<file path="config.mk">
export PLATFORM = sky130hd
export DESIGN_NAME = dcf77_time_code_decoder_core
export DESIGN_NICKNAME = d
export VERILOG_FILES = /design/src/design/dcf77_pkg.sv /design/src/design/dcf77_time_code_decoder_core.sv
export SDC_FILE = /design/constraint.sdc
export NUM_CORES = 1
export LEC_CHECK = 0
export BUFFER_PORTS_ARGS = -buffer_cell sky130_fd_sc_hd__buf_2
export CORE_UTILIZATION = 51
export CTS_CLUSTER_SIZE = 30
export DETAILED_ROUTE_END_ITERATION = 8
export HOLD_SLACK_MARGIN = 0.03
export PLACE_DENSITY_LB_ADDON = 0.05
export SLEW_MARGIN = 10
export SYNTH_ARGS = -nofsm -noshare
export SYNTH_HDL_FRONTEND = slang
export SYNTH_SLANG_ARGS = --single-unit
</file>
<file path="constraint.sdc">
create_clock -name clk -period 5.1 [get_ports clk]
set_clock_uncertainty 0.1 [all_clocks]
set_input_delay 0.765 -clock clk [delete_from_list [all_inputs] [get_ports clk]]
set_output_delay 0.765 -clock clk [all_outputs]
set_load 0.03 [all_outputs]
</file>
<file path="src/design/dcf77_pkg.sv">
`timescale 1ns / 1ps

package dcf77_pkg;

	// input beat: one measured second
	typedef struct packed {
		logic [7:0] on_ticks;
		logic [7:0] off_ticks;
	} dcf_in_t;

	// result beat: displayed time and status
	typedef struct packed {
		logic [4:0] shown_hour;
		logic [5:0] shown_minute;
		logic       is_synced;
		logic       has_error;
		logic       in_startup;
		logic       minute_done;
	} dcf_out_t;

	// configuration register indexes
	localparam int unsigned REG_IDX_W = 3;
	localparam logic [REG_IDX_W-1:0] REG_ZERO_MIN = 3'd0;
	localparam logic [REG_IDX_W-1:0] REG_ZERO_MAX = 3'd1;
	localparam logic [REG_IDX_W-1:0] REG_ONE_MIN  = 3'd2;
	localparam logic [REG_IDX_W-1:0] REG_ONE_MAX  = 3'd3;
	localparam logic [REG_IDX_W-1:0] REG_GAP_MIN  = 3'd4;

	// register reset values
	localparam logic [7:0] ZERO_MIN_RST = 8'd8;
	localparam logic [7:0] ZERO_MAX_RST = 8'd13;
	localparam logic [7:0] ONE_MIN_RST  = 8'd18;
	localparam logic [7:0] ONE_MAX_RST  = 8'd23;
	localparam logic [7:0] GAP_MIN_RST  = 8'd93;

	// frame positions (second index within the minute)
	localparam logic [5:0] SEC_START    = 6'd20;
	localparam logic [5:0] SEC_MIN_LSB  = 6'd21;
	localparam logic [5:0] SEC_MIN_B1   = 6'd22;
	localparam logic [5:0] SEC_MIN_B2   = 6'd23;
	localparam logic [5:0] SEC_MIN_B3   = 6'd24;
	localparam logic [5:0] SEC_MIN_T10  = 6'd25;
	localparam logic [5:0] SEC_MIN_T20  = 6'd26;
	localparam logic [5:0] SEC_MIN_T40  = 6'd27;
	localparam logic [5:0] SEC_MIN_PAR  = 6'd28;
	localparam logic [5:0] SEC_HR_LSB   = 6'd29;
	localparam logic [5:0] SEC_HR_B1    = 6'd30;
	localparam logic [5:0] SEC_HR_B2    = 6'd31;
	localparam logic [5:0] SEC_HR_B3    = 6'd32;
	localparam logic [5:0] SEC_HR_T10   = 6'd33;
	localparam logic [5:0] SEC_HR_T20   = 6'd34;
	localparam logic [5:0] SEC_HR_PAR   = 6'd35;
	localparam logic [5:0] SEC_SAT      = 6'd63;
	localparam logic [5:0] SEC_EARLY_LO = 6'd3;
	localparam logic [5:0] SEC_FRAME    = 6'd59;

	// time limits
	localparam logic [6:0] MIN_LIMIT = 7'd59;
	localparam logic [5:0] HR_LIMIT  = 6'd23;
	localparam logic [5:0] MIN_LAST  = 6'd59;
	localparam logic [5:0] HR_WRAP   = 6'd24;

endpackage

</file>
<file path="src/design/dcf77_time_code_decoder_core.sv">
`timescale 1ns / 1ps

// DCF77 minute frame decoder.
// Input channel (in_valid / in_stall / in_data): one beat per received second,
// carrying the pulse length and the following gap length in ticks.
// Output channel (out_valid / out_stall / out_data): exactly one beat per input
// beat, carrying the displayed hour and minute, the sync, error and start-up
// flags and a marker for the beat that closed a minute frame.
// An accepted beat waits in the input register, then the decode and time update
// run in one pass into the output register. Throughput is one beat per cycle while
// the receiver does not stall; the decoder state is updated in the same cycle the
// beat moves to the output register.
// When the receiver stalls, the output register holds its beat and the input
// register holds the next one; in_stall rises only when both are full.
// Configuration (wr_en / wr_index / wr_data) sets the five tick windows; the user must
// write it only while the block is idle, not enforced here; unknown indexes are dropped.
// Reset clears both registers, restores the default windows, shows 0:00 and
// sets the start-up flag.
module dcf77_time_code_decoder_core (
	input  logic                                 clk,
	input  logic                                 arst_n,
	input  logic                                 in_valid,
	output logic                                 in_stall,
	input  dcf77_pkg::dcf_in_t                   in_data,
	output logic                                 out_valid,
	input  logic                                 out_stall,
	output dcf77_pkg::dcf_out_t                  out_data,
	input  logic                                 wr_en,
	input  logic [dcf77_pkg::REG_IDX_W-1:0]      wr_index,
	input  logic [7:0]                           wr_data
);
	import dcf77_pkg::*;

	// configuration registers
	logic [7:0] zero_min_q, zero_max_q, one_min_q, one_max_q, gap_min_q;

	// input stage
	logic    valid_s1;
	dcf_in_t data_s1;

	// output stage
	logic     out_valid_q;
	dcf_out_t out_q;

	// decoder state
	logic [5:0] sec_q;
	logic [6:0] fmin_q;
	logic [5:0] fhr_q;
	logic       mpar_q, hpar_q, pend_q;
	logic       synced_q, error_q, startup_q;
	logic [4:0] dhr_q;
	logic [5:0] dmin_q;

	// next-state values
	logic       is_zero, is_one, bit_ok, b;
	logic [6:0] fmin_d;
	logic [5:0] fhr_d;
	logic       mpar_d, hpar_d, pend_d;
	logic [6:0] fmin_n;
	logic [5:0] fhr_n;
	logic       pend_n;
	logic [5:0] sec_inc;
	logic       mark, early, commit, range_bad, err_c;
	logic [5:0] sec_d;
	logic       synced_d, error_d, startup_d;
	logic [4:0] dhr_d;
	logic [5:0] dmin_d;
	logic [5:0] hr_adv;
	logic       advance;

	// handshake
	assign advance   = valid_s1 && (!out_valid_q || !out_stall);
	assign in_stall  = valid_s1 && out_valid_q && out_stall;
	assign out_valid = out_valid_q;
	assign out_data  = out_q;

	// configuration writes
	always_ff @(posedge clk or negedge arst_n) begin
		if (!arst_n) begin
			zero_min_q <= ZERO_MIN_RST;
			zero_max_q <= ZERO_MAX_RST;
			one_min_q  <= ONE_MIN_RST;
			one_max_q  <= ONE_MAX_RST;
			gap_min_q  <= GAP_MIN_RST;
		end else if (wr_en) begin
			unique case (wr_index)
				REG_ZERO_MIN: zero_min_q <= wr_data;
				REG_ZERO_MAX: zero_max_q <= wr_data;
				REG_ONE_MIN:  one_min_q  <= wr_data;
				REG_ONE_MAX:  one_max_q  <= wr_data;
				REG_GAP_MIN:  gap_min_q  <= wr_data;
				default: ;
			endcase
		end
	end

	// pulse classification, zero window has priority
	always_comb begin
		is_zero = (data_s1.on_ticks >= zero_min_q) && (data_s1.on_ticks <= zero_max_q);
		is_one  = !is_zero && (data_s1.on_ticks >= one_min_q)
			&& (data_s1.on_ticks <= one_max_q);
		bit_ok  = is_zero || is_one;
		b       = is_one;
	end

	// bit decode into the frame registers
	always_comb begin
		fmin_d = fmin_q;
		fhr_d  = fhr_q;
		mpar_d = mpar_q;
		hpar_d = hpar_q;
		pend_d = pend_q;
		if (bit_ok) begin
			unique case (sec_q)
				SEC_START: if (!b) pend_d = 1'b1;
				SEC_MIN_LSB: begin
					fmin_d = {6'd0, b};
					mpar_d = b;
				end
				SEC_MIN_B1, SEC_MIN_B2, SEC_MIN_B3: begin
					fmin_d = fmin_q | ({6'd0, b} << (sec_q - SEC_MIN_LSB));
					mpar_d = mpar_q ^ b;
				end
				SEC_MIN_T10: begin
					fmin_d = b ? fmin_q + 7'd10 : fmin_q;
					mpar_d = mpar_q ^ b;
				end
				SEC_MIN_T20: begin
					fmin_d = b ? fmin_q + 7'd20 : fmin_q;
					mpar_d = mpar_q ^ b;
				end
				SEC_MIN_T40: begin
					fmin_d = b ? fmin_q + 7'd40 : fmin_q;
					mpar_d = mpar_q ^ b;
				end
				SEC_MIN_PAR: if (mpar_q ^ b) pend_d = 1'b1;
				SEC_HR_LSB: begin
					fhr_d  = {5'd0, b};
					hpar_d = b;
				end
				SEC_HR_B1, SEC_HR_B2, SEC_HR_B3: begin
					fhr_d  = fhr_q | ({5'd0, b} << (sec_q - SEC_HR_LSB));
					hpar_d = hpar_q ^ b;
				end
				SEC_HR_T10: begin
					fhr_d  = b ? fhr_q + 6'd10 : fhr_q;
					hpar_d = hpar_q ^ b;
				end
				SEC_HR_T20: begin
					fhr_d  = b ? fhr_q + 6'd20 : fhr_q;
					hpar_d = hpar_q ^ b;
				end
				SEC_HR_PAR: if (hpar_q ^ b) pend_d = 1'b1;
				default: ;
			endcase
		end else if (data_s1.on_ticks != 8'd0 && sec_q >= SEC_MIN_LSB
				&& sec_q <= SEC_HR_PAR) begin
			pend_d = 1'b1;
		end
	end

	// minute mark handling and display update
	always_comb begin
		sec_inc   = (sec_q == SEC_SAT) ? sec_q : sec_q + 6'd1;
		mark      = data_s1.off_ticks >= gap_min_q;
		early     = mark && (sec_inc >= SEC_EARLY_LO) && (sec_inc < SEC_FRAME);
		commit    = mark && (sec_inc >= SEC_FRAME);
		range_bad = (fhr_d > HR_LIMIT) || (fmin_d > MIN_LIMIT);
		err_c     = pend_d || range_bad;
		hr_adv    = {1'b0, dhr_q} + ((dmin_q >= MIN_LAST) ? 6'd1 : 6'd0);

		sec_d     = sec_inc;
		fmin_n    = fmin_d;
		fhr_n     = fhr_d;
		pend_n    = pend_d;
		synced_d  = synced_q;
		error_d   = error_q;
		startup_d = startup_q;
		dhr_d     = dhr_q;
		dmin_d    = dmin_q;

		priority if (early) begin
			synced_d  = 1'b1;
			startup_d = 1'b0;
			error_d   = 1'b0;
			pend_n    = 1'b0;
			sec_d     = 6'd0;
		end else if (commit) begin
			error_d = err_c;
			pend_n  = 1'b0;
			sec_d   = 6'd0;
			if (range_bad) begin
				fhr_n  = 6'd0;
				fmin_n = 7'd0;
			end
			if (!err_c) begin
				synced_d  = 1'b1;
				startup_d = 1'b0;
				dhr_d     = fhr_n[4:0];
				dmin_d    = fmin_n[5:0];
			end else begin
				synced_d = 1'b0;
				if (dhr_q == 5'd0 && dmin_q == 6'd0) begin
					dhr_d  = fhr_n[4:0];
					dmin_d = fmin_n[5:0];
				end else begin
					dmin_d = (dmin_q >= MIN_LAST) ? 6'd0 : dmin_q + 6'd1;
					dhr_d  = (hr_adv >= HR_WRAP) ? 5'd0 : hr_adv[4:0];
				end
			end
		end else begin
			sec_d = sec_inc;
		end
	end

	// input register
	always_ff @(posedge clk or negedge arst_n) begin
		if (!arst_n) begin
			valid_s1 <= 1'b0;
		end else if (in_valid && !in_stall) begin
			valid_s1 <= 1'b1;
		end else if (advance) begin
			valid_s1 <= 1'b0;
		end
	end

	always_ff @(posedge clk) begin
		if (in_valid && !in_stall) begin
			data_s1 <= in_data;
		end
	end

	// decoder state, updated as a beat moves to the output
	always_ff @(posedge clk or negedge arst_n) begin
		if (!arst_n) begin
			sec_q     <= 6'd0;
			fmin_q    <= 7'd0;
			fhr_q     <= 6'd0;
			mpar_q    <= 1'b0;
			hpar_q    <= 1'b0;
			pend_q    <= 1'b0;
			synced_q  <= 1'b0;
			error_q   <= 1'b0;
			startup_q <= 1'b1;
			dhr_q     <= 5'd0;
			dmin_q    <= 6'd0;
		end else if (advance) begin
			sec_q     <= sec_d;
			fmin_q    <= fmin_n;
			fhr_q     <= fhr_n;
			mpar_q    <= mpar_d;
			hpar_q    <= hpar_d;
			pend_q    <= pend_n;
			synced_q  <= synced_d;
			error_q   <= error_d;
			startup_q <= startup_d;
			dhr_q     <= dhr_d;
			dmin_q    <= dmin_d;
		end
	end

	// output register
	always_ff @(posedge clk or negedge arst_n) begin
		if (!arst_n) begin
			out_valid_q <= 1'b0;
		end else if (advance) begin
			out_valid_q <= 1'b1;
		end else if (!out_stall) begin
			out_valid_q <= 1'b0;
		end
	end

	always_ff @(posedge clk) begin
		if (advance) begin
			out_q.shown_hour   <= dhr_d;
			out_q.shown_minute <= dmin_d;
			out_q.is_synced    <= synced_d;
			out_q.has_error    <= error_d;
			out_q.in_startup   <= startup_d;
			out_q.minute_done  <= commit;
		end
	end

`ifndef ASSERT_OFF
	// a closed frame restarts the second count
	a_commit_restart: assert property (@(posedge clk) disable iff (!arst_n)
		advance && (early || commit) |=> sec_q == 6'd0)
		else $error("second index not restarted after minute mark");

	// a closed frame is either synced or in error, never both
	a_done_flags: assert property (@(posedge clk) disable iff (!arst_n)
		out_valid_q && out_q.minute_done |-> out_q.is_synced != out_q.has_error)
		else $error("sync and error flags disagree on closed frame");

	// displayed time stays a legal clock time
	a_time_range: assert property (@(posedge clk) disable iff (!arst_n)
		out_valid_q |-> (out_q.shown_hour <= 5'd23) && (out_q.shown_minute <= 6'd59))
		else $error("displayed time out of range");
`endif

endmodule

</file>
# Word level (Yosys, flattened, before mapping)

Cells that the tools add are included.

Word-level logic and storage cells: 168
Bits of input ports: 32
Output and inout port bits: 17
Register bits after elaboration: 109

Multiplexer cells: 51
Magnitude comparators: 14
Shift-type cells: 2
Reductions and logical operators: 39
Equal/unequal tests: 22
$add $sub $neg: 10
Bitwise operators: 4

Operators by type and width:

| kind                                                 | count |
|---|---|
| 2-to-1 mux 6 bit                                     | 14 |
| equality test 6 x 5 -> 1 bit (second input constant) | 12 |
| 2-to-1 mux 7 bit                                     | 7 |
| one-hot mux 7 bit (5 select lines)                   | 1 |
| equality test 6 bit (second input constant)          | 5 |
| 2-to-1 mux 5 bit                                     | 5 |
| >= comparator 8 bit                                  | 3 |
| one-hot mux 6 bit (4 select lines)                   | 1 |
| 2-to-1 mux 1 bit                                     | 20 |
| <= comparator 8 bit                                  | 2 |
| logical AND 1 bit                                    | 13 |
| adder 6 x 1 -> 6 bit (second input constant)         | 2 |
| >= comparator 6 x 5 -> 1 bit (second input constant) | 2 |
| >= comparator 6 bit (second input constant)          | 2 |
| subtractor 6 x 5 -> 6 bit (second input constant)    | 2 |
| AND reduction 2 bit                                  | 5 |
| nonzero test 8 bit                                   | 1 |
| adder 7 x 4 -> 7 bit (second input constant)         | 1 |
| adder 7 x 5 -> 7 bit (second input constant)         | 1 |
| adder 7 x 6 -> 7 bit (second input constant)         | 1 |
| > comparator 7 x 6 -> 1 bit (second input constant)  | 1 |
| bitwise OR 7 bit                                     | 1 |
| << shifter 1 x 6 -> 7 bit                            | 1 |
| adder 5 x 1 -> 6 bit                                 | 1 |
| 25 further kinds                                     | 38 |

# Depth between registers and ports, before layout

Word-level depth: 16
Gate-level depth with buffers: 17

# Worst setup path before layout

OpenSTA, ideal clock, no wires.

Kind: flip-flop to flip-flop
Start: reg data_s1[15] (netlist name)
End: reg out_q, in the netlist out_data[9], data pin
Slack: 1325 ps
Data arrival time: 3400 ps
Stages on the path, launching flop included: 16
Required time: 4725 ps
Library setup time: 275 ps
Cells stage by stage: edfxtp_1 ha_1 and3_1 nand2_1 o31a_1 or3_1 buf_4 a21oi_4 o211ai_4 a221oi_4 nor4_2 nor4_4 buf_4 buf_6 a2bb2oi_1 o221ai_1

Cells in the longest elaborated chain, start to end: 16

Ends and longest elaborated chain:

| item                                                                                     | line                                                                     | RTL |
|---|---|---|
| from (decl)                                                                              | dcf77_time_code_decoder_core.sv:39                                       | `dcf_in_t data_s1;` |
| from (signal assigned)                                                                   | dcf77_time_code_decoder_core.sv:229                                      | `data_s1 <= in_data;` |
| >= comparator 8 bit or <= comparator 8 bit (tied branches)                               | dcf77_time_code_decoder_core.sv:99                                       | `is_zero = (data_s1.on_ticks >= zero_min_q) && (data_s1.on_ticks <= zero_max_q);` |
| logical AND 1 bit                                                                        | dcf77_time_code_decoder_core.sv:99                                       |  |
| zero test 1 bit                                                                          | dcf77_time_code_decoder_core.sv:100                                      | `is_one = !is_zero && (data_s1.on_ticks >= one_min_q)` |
| logical AND 1 bit                                                                        | dcf77_time_code_decoder_core.sv:100                                      |  |
| logical AND 1 bit                                                                        | dcf77_time_code_decoder_core.sv:101                                      | `&& (data_s1.on_ticks <= one_max_q);` |
| << shifter 1 x 6 -> 7 bit or << shifter 1 x 6 -> 6 bit (tied branches)                   | dcf77_time_code_decoder_core.sv:121, dcf77_time_code_decoder_core.sv:142 |  |
| bitwise OR 7 bit or bitwise OR 6 bit (tied branches)                                     | dcf77_time_code_decoder_core.sv:121, dcf77_time_code_decoder_core.sv:142 |  |
| one-hot mux 7 bit (5 select lines) or one-hot mux 6 bit (4 select lines) (tied branches) | dcf77_time_code_decoder_core.sv:114                                      | `unique case (sec_q)` |
| 2-to-1 mux 7 bit or 2-to-1 mux 6 bit (tied branches)                                     | dcf77_time_code_decoder_core.sv:113                                      | `if (bit_ok) begin` |
| > comparator 7 x 6 -> 1 bit or > comparator 6 x 5 -> 1 bit (tied branches)               | dcf77_time_code_decoder_core.sv:168                                      | `range_bad = (fhr_d > HR_LIMIT) \|\| (fmin_d > MIN_LIMIT);` |
| logical OR 1 bit                                                                         | dcf77_time_code_decoder_core.sv:168                                      |  |
| 2-to-1 mux 7 bit                                                                         | dcf77_time_code_decoder_core.sv:192                                      | `if (range_bad) begin` |
| 2-to-1 mux 6 bit                                                                         | dcf77_time_code_decoder_core.sv:203                                      | `if (dhr_q == 5'd0 && dmin_q == 6'd0) begin` |
| 2-to-1 mux 6 bit (*)                                                                     | dcf77_time_code_decoder_core.sv:196                                      | `if (!err_c) begin` |
| 2-to-1 mux 6 bit (*)                                                                     | dcf77_time_code_decoder_core.sv:188                                      | `end else if (commit) begin` |
| 2-to-1 mux 6 bit (*)                                                                     | dcf77_time_code_decoder_core.sv:182                                      | `priority if (early) begin` |
| named net dmin_d[5]                                                                      | dcf77_time_code_decoder_core.sv:67                                       | `logic [5:0] dmin_d;` |
| to (decl)                                                                                | dcf77_time_code_decoder_core.sv:43                                       | `dcf_out_t out_q;` |

The timed path passes the listed nets; every way through them passes the cells marked *.
A chain may end at the register's enable or synchronous reset.

# Worst setup path in the final report

Start: reg data_s1[8] (netlist name)
End: reg out_q, in the netlist out_data[7], data pin

The elaborated chain is that of the path after synthesis.

==> results.cfg <==
[yosys]
async_reset_ff_share_pct = 71.6
yosysWarnings = 0
synth-edff-count = 31
post_synth_num_cell_types = 80
syn_area_mm2 = 0.00723
synthFlopType = dfrtp_1
ys_ff_latch = 109
netlist_instances = 788
yosysSeqAreaShare_pct = 40.1
synth_fp_nets = 878
avgSynthCellArea_um2 = 9.18

[place]
place_hpwl_um = 13600
placed_area_mm2 = 0.00767
gp_congestion = 0.930
place_inst = 996
io_buffers = 48

[cells_and_area]
area_growth_pct = 10.3
final_area_mm2 = 0.00798
finalNetCount = 917
fin_cells = 1013
layout-drive-gt1-share_pct = 16.2
fillerInstances = 1240

[drt]
drt_iter0_markers = 586
ant_nets = 0
vias_per_cell = 6.13
vias = 6214
drc_errors = 0
routedWlPerCell_um = 18.7
routed_wirelength_um = 19000
dr.pass1.iters = 5

[worst_setup_path]
endpoint_kind = register
critPathKind = register to register
cp.arrival_ns = 4.53
cp-start-kind = register
required_ns = 5.10
critPathMaxFanout = 14

[floorplan]
start_util_pct = 52.1
die_w_um = 121
core_mm2 = 0.0139
die_area_mm2 = 0.0147
ios = 49
fp-row-count = 43
die-height_um = 121

[clock_network]
htreeDepth = 3
numCtsBuffers = 9
cts_max_path_buffers = 2
cts_setup_buffers = 0
hold_buffers = 0
clk_latency_ns = 0.36
cts.sinks = 109
clockRootBuffer = clkbuf_16
cts_resized = 0
cts_tree = built
clkTransAtPathRegs_ns = 0.09

[status]
status = completed

[sta]
worst_pin_slew_ns = 1.04
rsz0062_at_grt = no
tns_ns = 0
finalSetupViolCount = 0
fmax_mhz = 221
finalCritPeriodShare_pct = 88.9
slew_headroom_pct = 30.7
hold_slack_ns = 0.360
fin_crit_ns = 4.53
slew_violations = 0
hold_viol = 0

[grt]
track_usage_pct = 27.8
grt_max_degree = 79
antenna_found_initial = 0
grt_overflow = 0
grt_pass1_wl_um = 31400
grt_pass1_vias = 5954

[power_and_ir_drop]
p_leak_nw = 3.35
total_power_w = 0.00270
power_density_mw_per_mm2 = 338
ir_drop_mv = 0.236

[job]
max_cap_violations = 0

[hold_path]
hp-class = register to register
[final cells by class]
| class | count | area (µm²) | share of cell area (%) |
|---|---|---|---|
| Inverter | 56 | 210 | 2.63 |
| Clock buffer | 9 | 225 | 2.82 |
| Tap cell | 180 | 225 | 2.82 |
| Multi-Input combinational cell | 589 | 3980 | 49.9 |
| Clock inverter | 7 | 81.3 | 1.02 |
| Antenna cell | 1 | 2.50 | 0.0314 |
| Timing Repair Buffer | 62 | 348 | 4.36 |
| Sequential cell | 109 | 2900 | 36.4 |
[synthesized netlist by cell type, drive strengths merged, types with 14 or more instances]
| library cell | count | area (µm²) |
|---|---|---|
| a21oi | 37 | 211 |
| clkbuf | 23 | 86.3 |
| dfrtp | 62 | 1550 |
| dfstp | 16 | 420 |
| edfxtp | 31 | 931 |
| ha | 58 | 726 |
| inv | 55 | 206 |
| nand2 | 104 | 393 |
| nand3 | 29 | 160 |
| nor2 | 36 | 135 |
| nor3 | 16 | 80.1 |
| o211ai | 17 | 141 |
| o21ai | 77 | 385 |
| o31a | 14 | 123 |
[where the power goes]
group          internal [W]  leakage [nW]  switching, W  total, W
Clock              0.000355         0.150      0.000384  0.000738
Combinational      0.000291          1.96      0.000528  0.000819
Sequential          0.00103          1.25      0.000109   0.00114
[per-layer routing]
| layer | track usage [%] | wire [µm] | up-vias |
|---|---|---|---|
| li1 | - | - | 2992 |
| met1 | 39.9 | 9080 | 2986 |
| met2 | 42.4 | 8330 | 212 |
| met3 | 5.78 | 1290 | 24 |
| met4 | 7.10 | 284 | 0 |
| met5 | 0 | 0 | - |
[metrics by stage]
| step | util (%) | worst slack, ns |
|---|---|---|
| 2_1_floorplan | - | 1.33 |
| 3_3_place_gp | 55.3 | 0.756 |
| 3_5_place_dp | 55.3 | 0.623 |
| 4_1_cts | 57.5 | 0.599 |
| 5_1_grt | 57.5 | 0.146 |
| 6_report | 57.5 | 0.565 |
[cells in the final DEF (no fill, tap or decap), drive strengths merged, types with 10 or more instances in the layout]
cell / n
nand2: 104
o21ai: 77
dfrtp: 62
buf: 62
inv: 60
ha: 58
a21oi: 37
nor2: 36
edfxtp: 31
nand3: 29
o211ai: 17
nor3: 16
dfstp: 16
o31a: 14
nand2b: 12
mux2: 12
or2: 12
a21o: 11
nor4: 11
o22ai: 10
[sequential cells by signal (all words and copies together), names as in the netlist]
name,cells
data_s1,16
out_data,15
gap_min_q,8
one_max_q,8
one_min_q,8
zero_max_q,8
zero_min_q,8
fmin_q,7
dmin_q,6
fhr_q,6
sec_q,6
dhr_q,5
error_q,1
hpar_q,1
mpar_q,1
out_valid,1
pend_q,1
startup_q,1
synced_q,1
valid_s1,1
[kinds of logic (layout without fill, tap and decap cells)]
logic type                 Yosys count  in the layout  share of synthesized area (%)
and+or+nand+nor                    278            278                           20.1
DFF                                109            109                           40.1
adders and majority gates           58             58                           10.0
buffers and inverters               90            134                           5.02
xor gates and xnor gates             5              5                          0.606
muxes                               13             13                           2.01
other                                0              1                              0
AOI/OAI and AO/OA                  235            235                           22.1
[worst max-delay path: stages (launching register included)]
cell	delay, ns
edfxtp_1	0.39
inv_1	0.14
ha_1	0.24
nand2b_1	0.14
a2111oi_0	0.46
o31a_1	0.21
or3_1	0.32
nand2_2	0.21
o31ai_1	0.32
a31oi_1	0.12
o32a_1	0.40
nor4_4	0.64
buf_4	0.26
nand2b_1	0.18
o221ai_1	0.15
[worst paths after layout]
| path | start | end | slack [ns] | cells after the start |
|---|---|---|---|---|
| max reg2reg | data_s1[8]$_DFFE_PP_ | out_data[7]$_DFFE_PP_ | 0.57 | 14 |
| max in group asynchronous | arst_n | sec_q[0]$_DFFE_PN0P_ | 3.74 | 1 |
| min in group asynchronous | arst_n | hpar_q$_DFFE_PN0P_ | 0.47 | 1 |
| max | data_s1[8]$_DFFE_PP_ | out_data[7]$_DFFE_PP_ | 0.57 | 14 |
| min | startup_q$_DFFE_PN1P_ | startup_q$_DFFE_PN1P_ | 0.36 | 1 |
| min reg2reg | startup_q$_DFFE_PN1P_ | startup_q$_DFFE_PN1P_ | 0.36 | 1 |
Power figures use the tool's default switching activity.
